$ cat src/pwlp_pkg.sv
// Shared types and constants for the power weighted light picker.
// Used by pwlp_store, pwlp_alu and power_weighted_light_pick.
`default_nettype none
package pwlp_pkg;

  localparam int DEFAULT_MAX_LIGHTS = 64;
  localparam int W_W       = 32;
  localparam int FRAC_W    = 24;
  localparam int TOT_W     = 38;
  localparam int PROD_W    = FRAC_W + TOT_W;
  localparam int PROB_W    = FRAC_W + 1;
  localparam int IDX_OUT_W = 6;
  localparam int STEP_W    = 5;
  localparam logic [W_W-1:0] CULL_RESET = 32'd655;
  localparam logic [PROB_W-1:0] PROB_ONE = 25'd16777216;

  typedef enum logic [1:0] {
    OP_CLEAR  = 2'd0,
    OP_ADD    = 2'd1,
    OP_SAMPLE = 2'd2,
    OP_PMF    = 2'd3
  } op_t;

  typedef enum logic [1:0] {
    ALU_NOP = 2'd0,
    ALU_MUL = 2'd1,
    ALU_ACC = 2'd2,
    ALU_DIV = 2'd3
  } alu_op_t;

  typedef struct packed {
    alu_op_t           op;
    logic [PROD_W-1:0] a;
    logic [PROD_W-1:0] b;
    logic [PROD_W-1:0] c;
    logic              mbit;
  } alu_req_t;

  typedef struct packed {
    logic [PROD_W-1:0] res;
    logic              flag;
  } alu_rsp_t;

endpackage
`default_nettype wire

$ cat src/pwlp_store.sv
// Weight table memory: one write port, one registered read port.
// Depends on pwlp_pkg for the weight width.
`default_nettype none
module pwlp_store
  import pwlp_pkg::*;
#(
  parameter int MAX_LIGHTS = DEFAULT_MAX_LIGHTS,
  localparam int IW = $clog2(MAX_LIGHTS)
) (
  input  wire logic           clk,
  input  wire logic           we,
  input  wire logic [IW-1:0]  waddr,
  input  wire logic [W_W-1:0] wdata,
  input  wire logic [IW-1:0]  raddr,
  output logic      [W_W-1:0] rdata
);

  logic [W_W-1:0] mem [MAX_LIGHTS];

  always_ff @(posedge clk) begin
    if (we) begin
      mem[waddr] <= wdata;
    end
  end

  always_ff @(posedge clk) begin
    rdata <= mem[raddr];
  end

endmodule
`default_nettype wire

$ cat src/pwlp_alu.sv
// Shared arithmetic unit: multiply step, saturating accumulate with compare,
// restoring divide step. Depends on pwlp_pkg for request and response types.
`default_nettype none
module pwlp_alu
  import pwlp_pkg::*;
(
  input  wire alu_req_t req,
  output alu_rsp_t      rsp
);

  logic [TOT_W:0]   acc_sum;
  logic [TOT_W-1:0] acc_sat;
  logic [TOT_W:0]   div_sh;
  logic             div_ge;

  always_comb begin
    acc_sum = {1'b0, req.a[TOT_W-1:0]} + {1'b0, req.b[TOT_W-1:0]};
    acc_sat = acc_sum[TOT_W] ? {TOT_W{1'b1}} : acc_sum[TOT_W-1:0];
    div_sh  = {req.a[TOT_W-1:0], 1'b0};
    div_ge  = (div_sh >= req.b[TOT_W:0]);
    rsp     = '0;
    case (req.op)
      ALU_MUL: begin
        rsp.res = {req.a[PROD_W-2:0], 1'b0} + (req.mbit ? req.b : '0);
      end
      ALU_ACC: begin
        rsp.res  = PROD_W'(acc_sat);
        rsp.flag = ({acc_sat, {FRAC_W{1'b0}}} >= req.c);
      end
      ALU_DIV: begin
        rsp.res  = PROD_W'(div_ge ? div_sh - req.b[TOT_W:0] : div_sh);
        rsp.flag = div_ge;
      end
      default: begin
        rsp = '0;
      end
    endcase
  end

endmodule
`default_nettype wire

$ cat src/power_weighted_light_pick.sv
// Top level of the power weighted light picker: sequencer, state and output register.
// Depends on pwlp_pkg, pwlp_store and pwlp_alu.
//
// Keeps up to MAX_LIGHTS unsigned 16.16 light weights and their saturating
// 38-bit total. in_tuser carries the operation (clear, add, sample, pmf);
// in_tdata carries weight and fraction. Each transfer gives exactly one result.
// One item is worked at a time and in_tready is high only while the sequencer
// is idle; a finished result waits in the output register without blocking
// the next transfer. Clear, add and a pmf that is 1.0 go straight to the output
// register. A pmf below 1.0 first runs the 24-step restoring divider. A sample
// on a non-empty table runs a 24-step shift-add of fraction times total, then
// a scan of the table memory, one entry per cycle up to the pick, then the divider
// unless the picked weight reaches the total. Multiply, accumulate and divide
// share one add/compare unit. cull_threshold is written with cfg_we/cfg_wdata.
`default_nettype none
module power_weighted_light_pick
  import pwlp_pkg::*;
#(
  parameter int MAX_LIGHTS = DEFAULT_MAX_LIGHTS
) (
  input  wire logic        clk,
  input  wire logic        rst_n,
  input  wire logic        in_tvalid,
  output logic             in_tready,
  input  wire logic [55:0] in_tdata,   // weight[31:0], fraction[55:32]
  input  wire logic [1:0]  in_tuser,   // operation[1:0]
  output logic             out_tvalid,
  input  wire logic        out_tready,
  output logic      [71:0] out_tdata,  // found[0], accepted[1], chosen_index[7:2],
                                       // chosen_weight[39:8], probability[64:40]
  input  wire logic        cfg_we,
  input  wire logic [31:0] cfg_wdata
);

  localparam int IW = $clog2(MAX_LIGHTS);
  localparam int CW = $clog2(MAX_LIGHTS + 1);

  typedef enum logic [4:0] {
    S_IDLE = 5'b00001,
    S_MUL  = 5'b00010,
    S_SCAN = 5'b00100,
    S_DIV  = 5'b01000,
    S_OUT  = 5'b10000
  } state_t;

  state_t            state_r, state_nxt;
  logic [W_W-1:0]    cull_r;
  logic [CW-1:0]     cnt_r, cnt_nxt;
  logic [TOT_W-1:0]  total_r, total_nxt;
  logic [PROD_W-1:0] acc_r, acc_nxt;
  logic [FRAC_W-1:0] frac_r, frac_nxt;
  logic [STEP_W-1:0] step_r, step_nxt;
  logic [TOT_W-1:0]  run_r, run_nxt;
  logic [CW-1:0]     issue_r, issue_nxt;
  logic [IW-1:0]     pidx_r, pidx_nxt;
  logic              dval_r, dval_nxt;
  logic [TOT_W-1:0]  rem_r, rem_nxt;
  logic              found_r, found_nxt;
  logic              accd_r, accd_nxt;
  logic [IW-1:0]     cidx_r, cidx_nxt;
  logic [W_W-1:0]    cw_r, cw_nxt;
  logic [PROB_W-1:0] prob_r, prob_nxt;
  logic              out_valid_r, out_valid_nxt;
  logic [71:0]       out_data_r, out_data_nxt;

  op_t               in_op;
  logic [W_W-1:0]    in_weight;
  logic [FRAC_W-1:0] in_frac;
  logic              in_xfer;
  logic              out_load;
  logic              mem_we;
  logic [W_W-1:0]    rdata;
  logic [W_W-1:0]    pmf_w;
  logic              pmf_one;
  logic              scan_last;
  logic [IW+5:0]     cidx_ext;
  alu_req_t          alu_req;
  alu_rsp_t          alu_rsp;

  assign in_op     = op_t'(in_tuser);
  assign in_weight = in_tdata[31:0];
  assign in_frac   = in_tdata[55:32];
  assign in_tready = (state_r == S_IDLE);
  assign in_xfer   = in_tvalid && in_tready;
  assign out_load  = (state_r == S_OUT) && (!out_valid_r || out_tready);
  assign mem_we    = in_xfer && (in_op == OP_ADD) && (in_weight >= cull_r) &&
                     (cnt_r < CW'(MAX_LIGHTS));
  assign pmf_w     = (state_r == S_SCAN) ? rdata : in_weight;
  assign pmf_one   = (total_r == '0) || ({{(TOT_W-W_W){1'b0}}, pmf_w} >= total_r);
  assign scan_last = ((CW'(pidx_r) + CW'(1)) == cnt_r);
  assign cidx_ext  = {{6{1'b0}}, cidx_r};
  assign out_tvalid = out_valid_r;
  assign out_tdata  = out_data_r;

  pwlp_store #(.MAX_LIGHTS(MAX_LIGHTS)) u_store (
    .clk   (clk),
    .we    (mem_we),
    .waddr (cnt_r[IW-1:0]),
    .wdata (in_weight),
    .raddr (issue_r[IW-1:0]),
    .rdata (rdata)
  );

  pwlp_alu u_alu (
    .req (alu_req),
    .rsp (alu_rsp)
  );

  always_comb begin
    alu_req = '0;
    case (state_r)
      S_IDLE: begin
        alu_req.op = ALU_ACC;
        alu_req.a  = PROD_W'(total_r);
        alu_req.b  = PROD_W'(in_weight);
      end
      S_MUL: begin
        alu_req.op   = ALU_MUL;
        alu_req.a    = acc_r;
        alu_req.b    = PROD_W'(total_r);
        alu_req.mbit = frac_r[FRAC_W-1];
      end
      S_SCAN: begin
        alu_req.op = ALU_ACC;
        alu_req.a  = PROD_W'(run_r);
        alu_req.b  = PROD_W'(rdata);
        alu_req.c  = acc_r;
      end
      S_DIV: begin
        alu_req.op = ALU_DIV;
        alu_req.a  = PROD_W'(rem_r);
        alu_req.b  = PROD_W'(total_r);
      end
      default: begin
        alu_req = '0;
      end
    endcase
  end

  always_comb begin
    state_nxt = state_r;
    cnt_nxt   = cnt_r;
    total_nxt = total_r;
    acc_nxt   = acc_r;
    frac_nxt  = frac_r;
    step_nxt  = step_r;
    run_nxt   = run_r;
    issue_nxt = issue_r;
    pidx_nxt  = pidx_r;
    dval_nxt  = 1'b0;
    rem_nxt   = rem_r;
    found_nxt = found_r;
    accd_nxt  = accd_r;
    cidx_nxt  = cidx_r;
    cw_nxt    = cw_r;
    prob_nxt  = prob_r;
    case (state_r)
      S_IDLE: begin
        if (in_xfer) begin
          found_nxt = 1'b0;
          accd_nxt  = 1'b0;
          cidx_nxt  = '0;
          cw_nxt    = '0;
          prob_nxt  = '0;
          state_nxt = S_OUT;
          case (in_op)
            OP_CLEAR: begin
              cnt_nxt   = '0;
              total_nxt = '0;
            end
            OP_ADD: begin
              if (mem_we) begin
                cnt_nxt   = cnt_r + CW'(1);
                total_nxt = alu_rsp.res[TOT_W-1:0];
                accd_nxt  = 1'b1;
              end
            end
            OP_SAMPLE: begin
              if (cnt_r != '0) begin
                acc_nxt   = '0;
                frac_nxt  = in_frac;
                step_nxt  = '0;
                state_nxt = S_MUL;
              end
            end
            default: begin
              if (pmf_one) begin
                prob_nxt = PROB_ONE;
              end else begin
                rem_nxt   = {{(TOT_W-W_W){1'b0}}, in_weight};
                step_nxt  = '0;
                state_nxt = S_DIV;
              end
            end
          endcase
        end
      end
      S_MUL: begin
        acc_nxt  = alu_rsp.res;
        frac_nxt = {frac_r[FRAC_W-2:0], 1'b0};
        step_nxt = step_r + STEP_W'(1);
        if (step_r == STEP_W'(FRAC_W - 1)) begin
          run_nxt   = '0;
          issue_nxt = '0;
          state_nxt = S_SCAN;
        end
      end
      S_SCAN: begin
        if (issue_r < cnt_r) begin
          issue_nxt = issue_r + CW'(1);
          pidx_nxt  = issue_r[IW-1:0];
          dval_nxt  = 1'b1;
        end
        if (dval_r) begin
          run_nxt = alu_rsp.res[TOT_W-1:0];
          if (alu_rsp.flag || scan_last) begin
            dval_nxt  = 1'b0;
            found_nxt = 1'b1;
            cidx_nxt  = pidx_r;
            cw_nxt    = rdata;
            if (pmf_one) begin
              prob_nxt  = PROB_ONE;
              state_nxt = S_OUT;
            end else begin
              rem_nxt   = {{(TOT_W-W_W){1'b0}}, rdata};
              step_nxt  = '0;
              state_nxt = S_DIV;
            end
          end
        end
      end
      S_DIV: begin
        rem_nxt  = alu_rsp.res[TOT_W-1:0];
        prob_nxt = {prob_r[PROB_W-2:0], alu_rsp.flag};
        step_nxt = step_r + STEP_W'(1);
        if (step_r == STEP_W'(FRAC_W - 1)) begin
          state_nxt = S_OUT;
        end
      end
      S_OUT: begin
        if (out_load) begin
          state_nxt = S_IDLE;
        end
      end
      default: begin
        state_nxt = S_IDLE;
      end
    endcase
  end

  always_comb begin
    out_data_nxt  = out_data_r;
    out_valid_nxt = out_valid_r && !out_tready;
    if (out_load) begin
      out_valid_nxt = 1'b1;
      out_data_nxt  = {7'b0, prob_r, cw_r, cidx_ext[5:0], accd_r, found_r};
    end
  end

  always_ff @(posedge clk) begin
    if (!rst_n) begin
      state_r     <= S_IDLE;
      cnt_r       <= '0;
      total_r     <= '0;
      dval_r      <= 1'b0;
      out_valid_r <= 1'b0;
      cull_r      <= CULL_RESET;
    end else begin
      state_r     <= state_nxt;
      cnt_r       <= cnt_nxt;
      total_r     <= total_nxt;
      dval_r      <= dval_nxt;
      out_valid_r <= out_valid_nxt;
      if (cfg_we) begin
        cull_r <= cfg_wdata;
      end
    end
  end

  always_ff @(posedge clk) begin
    acc_r      <= acc_nxt;
    frac_r     <= frac_nxt;
    step_r     <= step_nxt;
    run_r      <= run_nxt;
    issue_r    <= issue_nxt;
    pidx_r     <= pidx_nxt;
    rem_r      <= rem_nxt;
    found_r    <= found_nxt;
    accd_r     <= accd_nxt;
    cidx_r     <= cidx_nxt;
    cw_r       <= cw_nxt;
    prob_r     <= prob_nxt;
    out_data_r <= out_data_nxt;
  end

  a_cnt_bound: assert property (@(posedge clk) disable iff (!rst_n)
    cnt_r <= CW'(MAX_LIGHTS))
    else $error("entry count above table depth");

  a_issue_bound: assert property (@(posedge clk) disable iff (!rst_n)
    (state_r == S_SCAN) |-> (issue_r <= cnt_r))
    else $error("scan issued past last entry");

  a_flags_excl: assert property (@(posedge clk) disable iff (!rst_n)
    out_valid_r |-> !(out_data_r[0] && out_data_r[1]))
    else $error("found and accepted both set");

  a_prob_bound: assert property (@(posedge clk) disable iff (!rst_n)
    out_valid_r |-> (out_data_r[64:40] <= PROB_ONE))
    else $error("probability above one");

  a_scan_nonempty: assert property (@(posedge clk) disable iff (!rst_n)
    (state_r == S_MUL) |-> (cnt_r != '0))
    else $error("sample started on empty table");

endmodule
`default_nettype wire
$ cat config.mk
export PLATFORM = sky130hd
export DESIGN_NAME = power_weighted_light_pick
export DESIGN_NICKNAME = d
export VERILOG_FILES = /design/src/pwlp_pkg.sv /design/src/pwlp_store.sv /design/src/pwlp_alu.sv /design/src/power_weighted_light_pick.sv
export SDC_FILE = /design/constraint.sdc
export NUM_CORES = 2
export LEC_CHECK = 0
export BUFFER_PORTS_ARGS = -buffer_cell sky130_fd_sc_hd__buf_2
export CORE_MARGIN = 5
export CORE_UTILIZATION = 65
export CTS_BUF_LIST = sky130_fd_sc_hd__clkbuf_2
export DETAILED_ROUTE_END_ITERATION = 7
export PLACE_DENSITY = 0.8
export SLEW_MARGIN = 5
export SYNTH_ARGS = -nofsm -noshare
export SYNTH_HDL_FRONTEND = slang
export SYNTH_HIERARCHICAL = 1
export SYNTH_SLANG_ARGS = --single-unit
$ cat constraint.sdc
create_clock -name clk -period 11.09 [get_ports clk]
set_input_delay 1.109 -clock clk [delete_from_list [all_inputs] [get_ports clk]]
set_output_delay 1.109 -clock clk [all_outputs]
set_load 0.03 [all_outputs]
# Word level (Yosys, flattened, before mapping)
# Memory sizes are Yosys's and may differ from the RTL's. A register that Yosys moved wholly into a read port is not among the register bits.
# Index checks and enable logic that the tools add are counted.
[word_totals]
mem_bits_rw = 2048
elab_cells = 172
regBits = 394
output_inout_bits = 74
n_memories = 1
inputBits = 95
[op_classes]
n_mux = 76
add_sub_neg = 7
n_reduce_logical = 35
n_lt_le_gt_ge = 6
n_eq_ne = 28
[mem_list]
columns = ["memory", "depth", "word_bits", "read_ports", "rd_ports_with_merged_regs", "wr", "line_no", "rtl"]
rows = [
  ["u_store.mem", 64, 32, 1, 1, 1, "pwlp_store.sv:18", "logic [W_W-1:0] mem [MAX_LIGHTS];"],
]
[ops]
columns = ["cell", "n"]
rows = [
  ["$pmux W126 S4", 1],
  ["$mux W38", 10],
  ["$mux W62", 6],
  ["$pmux W62 S3", 1],
  ["$pmux W38 S2", 2],
  ["$mux W25", 6],
  ["$mux W32", 4],
  ["$pmux W62 S2", 1],
  ["$pmux W38 S3", 1],
  ["$pmux W25 S3", 1],
  ["$mux W24", 3],
  ["$mux W5", 13],
  ["$pmux W32 S2", 1],
  ["$add A62 B62 Y62", 1],
  ["$ge A62 B62 Y1", 1],
  ["$pmux W24 S2", 1],
  ["$sub A39 B39 Y40", 1],
  ["$add A38 B38 Y39", 1],
  ["$ge A39 B39 Y1", 1],
  ["$ge A32 B38 Y1", 1],
  ["$logic_not A38 Y1", 1],
  ["$ge A32 B32 Y1", 1],
  ["$pmux W7 S2", 2],
  ["$pmux W5 S5", 1],
  ["other kinds (38)", 90],
]

# Logic depth before layout (Yosys ltp)
[logic_depth]
word_depth = 10
depth_mapped = 39
depth_no_buf = 34

# By module
# The synthesis kept the hierarchy.
[by_module_without_submodules]
columns = ["mod", "area_each_um2", "cells_each", "seq_area_each_um2", "instances"]
rows = [
  ["pwlp_store", 79039.6, 3511, 62139.6, 1],
  ["power_weighted_light_pick", 18577.8, 1583, 10990.5, 1],
  ["pwlp_alu", 10782.8, 1591, 0.0, 1],
]

# Worst setup path after synthesis
# OpenSTA, ideal clock, no wires.
[synth_path]
path_kind = "register to register"
from = "reg state_r[4]"
to = "reg prob_r[0] (enable)"
setup_ps = 449
path_buffers = 3
arrival_ps = 7904
required_ps = 10641
stages_incl_launch_ff = 31
period_less_slack_ps = 8352
path_slack_ps = 2738
cell_sequence = "dfxtp_1 -> nor3_1 -> nor3b_1 -> clkbuf_1 -> clkbuf_1 -> a22oi_1 -> nand2_1 -> ha_1 -> a21o_1 -> a21oi_1 -> o21ai_1 -> a21o_1 -> or4b_1 -> o22a_2 -> nand3_2 -> and2_4 -> buf_6 -> nand2b_1 -> ha_1 -> or4b_2 -> nor4_1 -> nor2_1 -> nand2_1 -> a21oi_1 -> a21boi_0 -> o211ai_1 -> a31oi_1 -> nand2_1 -> nand2_1 -> o21ai_2 -> a221oi_1"
[synth_lines]
columns = ["item", "line_no", "rtl"]
rows = [
  ["start: declaration", "power_weighted_light_pick.sv:46", "state_t state_r, state_nxt;"],
  ["start signal: assignment", "power_weighted_light_pick.sv:269", "state_r <= state_nxt;"],
  ["end signal: assignment", "power_weighted_light_pick.sv:292", "prob_r <= prob_nxt;"],
  ["end: declaration", "power_weighted_light_pick.sv:62", "logic [PROB_W-1:0] prob_r, prob_nxt;"],
]

==> run summary <==
The flow ran to the end, and the final reports show no timing, DRC or antenna violations. The total chip power is about 18 mW. The layout overhead on the synthesized area is 10.5%.

The met1 routing resource usage after global routing came out at 0.471. The number of max-cap violations is 0. From left edge to right edge, the die measures roughly 420 microns. Detailed routing inserted a total of roughly 70000 vias. The met2 usage in global routing came out at 0.600.

For this run, the total global-route usage over all layers was measured as 0.383. The initial antenna violation count came out at 35. The analysis attributes to cell leakage a power of roughly 44 nW.

The post-CTS setup-driven buffer insertion count came out at 0. The met3 routing resource usage after global routing is 0.119. Of the total power, the share spent switching nets is 0.266. The clock latency at the later pin of the worst-skew pair is 2000 ps. The top achievable clock speed came out at slightly above 100 MHz. The clock-pin transition on the worst setup and hold timing paths is 120 ps.

The final layout net count is 7875. Setup repair after global routing left no endpoint under its margin. In this run the most used layer during global routing was met2. The final number of max-transition violations is 0.

The share of the cycle needed by the critical path after routing is 0.893. For the pin with the worst max-slew slack, the measured transition is approximately 1400 ps. The number of standard cells after synthesis is roughly 6700. In this run the count of I/O pins placed on the die edge is between 150 and 200.

By startpoint and endpoint, the worst setup path is classified as flip-flop to flip-flop. Of the total power, the clock network draws 0.335. The number of buffers on the longest clock path came out at 4. TritonCTS built the clock tree.

The fraction of layout instances using a drive strength above 1 is 0.237. The total standard cell area after synthesis came out at 108000 sq um. The largest net degree at the start of global routing came out at 151. The number of global-route vias before repair is around 70000.

The minimum period implied by the final worst setup slack came out at slightly below 10000 ps. On the critical path the largest part of the delay comes from simple AND/OR/NAND/NOR gates. The total negative setup slack came out at 0 ps. A synthesized cell averages roughly 16 sq um.

The final RePlAce weighted congestion came out at 0.991. The pre-antenna-repair detailed-routing pass consisted of 6 iterations. The total of endpoints with negative setup slack in the final report is 0. The sequential share of power is 0.583. The detailed placer's ending HPWL is around 210000 microns.

The worst clock skew on the final layout is about 260 ps. The number of routed nets with antenna violations came out at 0. The maximum ir drop on the vdd rail came out at 0.000176 V.

The count of clock tree sinks is roughly 2500. The sort of element at the end of the critical path is a flip-flop. The worst path buffer plus inverter count is 3.

In the routed layout, each cell is associated on average with a via count of 6.85. The count of yosys warnings during synthesis came out at 6. STA classifies the critical path startpoint as a flip-flop.

The routed wire length per instance came out at roughly 33 microns. The logic gate share of total power is 0.082. The total DRC errors in the routed layout is 0. The internal cell power is between 10 and 15 mW.

The critical path's largest stage delay is roughly 760 ps. The wire length reported by the detailed router came out at roughly 340000 microns. The final count of hold timing violations came to 0. The switching power summed over all nets is 4.77 mW.

In this run the tool buffered the top-level ports with 161 buffer cells. Clock tree synthesis inserted a total of 607 buffers. The data required time at the worst endpoint is about 13000 ps. Gates resized during post-CTS repair numbered 0. The vertical die dimension came out at about 420 microns.

Dividing total power by cell area gives a power density of 150 nW/um^2. The floorplan has 149 rows. The floorplan step defined a die boundary enclosing 175000 sq um. The total congestion overflow after global routing came out at 0. The largest individual stage delay along the critical path comes from the cell nor4_1. For the worst setup path, the data arrival time is around 11000 ps.

In this run the worst hold path is classified as input port to flip-flop. The initial utilization of the core area, before any placement, comes to 0.655. Of all nets on the critical path, the largest fanout is 37. The tightest slew margin relative to the limit came out at 0.0995. The placeable core region is between 150000 and 200000 sq um. The number of violations reported at the end of detailed-routing iteration 0 came out at roughly 9600. The wire length of the first global-routing pass is about 480000 microns.

The total number of H-tree levels came out at 6. The tree is rooted in a clkbuf_2.
[worst register-to-register path: cells and delay by family, from the launching register on]
| kind | cells | cell delay, ps |
|---|---|---|
| fa+ha+maj | 3 | 1050 |
| buf+inv | 3 | 1060 |
| flops | 1 | 390 |
| simple gates | 14 | 4200 |
| compound gates | 11 | 2830 |
[worst paths after layout]
check,start,end,slack (ps),cells after the start
hold reg to reg,prob_r[18],out_tdata[58],430,0
setup reg to reg,state_r[4],rem_r[35],1190,31
hold / removal,in_tdata[13],u_store/mem[35][13],170,2
setup / recovery,state_r[4],rem_r[35],1190,31
[per-layer routing]
layer  routed length, microns  up-vias
met5                      139        -
met4                    25000       22
met3                    42700     1281
met2                   156000     5461
met1                   112000    34300
li1                         -    28600
[through the flow]
step            util  hold WS [ps]  setup WS (ps)  cells  instance area (sq um)
3_5_place_dp   0.679           407           1450   8902                 112000
6_report       0.724           172           1190  10200                 120000
3_3_place_gp   0.679           403           1510   8902                 112000
5_1_grt        0.724          76.0            980  10200                 120000
4_1_cts        0.724          65.3           1260  10100                 120000
2_1_floorplan      -           400           2740   6715                 109000
[cells in the final DEF, fill, tap and decap left out, drive strengths merged, types with 157 or more instances in the layout]
master	instances
o21ai	207
ha	250
a22oi	207
inv	211
and2	334
nor2	190
mux4	446
buf	372
mux2i	220
dlygate4sd3	204
edfxtp	2358
a21oi	250
nand2	324
clkbuf	875
a21o	157
[final cells by class]
class / count / area [sq um]
sequential: 2474 / 73100
inverter: 197 / 742
tap: 2189 / 2740
multi-input combinational: 3671 / 33200
clock buffer: 875 / 4380
fill: 10000 / 45600
timing repair buffer: 576 / 4540
antenna: 34 / 85.1
clock inverter: 160 / 953
[registers in the layout, summed over array words and instances (netlist names)]
signal	cells
cull_r	32
frac_r	24
u_store/rdata	32
pidx_r	6
out_tvalid	1
prob_r	25
issue_r	7
dval_r	1
acc_r	62
out_tdata	65
accd_r	1
step_r	5
found_r	1
cnt_r	7
state_r	5
run_r	38
total_r	38
cw_r	32
rem_r	38
u_store/mem	2048
cidx_r	6
[what timing repair did]
action,in CTS,in global routing
hold endpoints to repair,1384,0
setup endpoints to repair,0,0
hold buffers,204,0
[power groups by stage]
stage	logic, mW	clock network (mW)	registers (mW)
6_report	1.47	6.01	10.5
3_3_place_gp	1.32	0	10.7
5_1_grt	1.54	6.62	10.5
2_1_floorplan	0.711	0	10.6
3_5_place_dp	1.33	0	10.7
4_1_cts	1.40	6.05	10.5
Note: power is estimated with default switching activity, not from simulation.
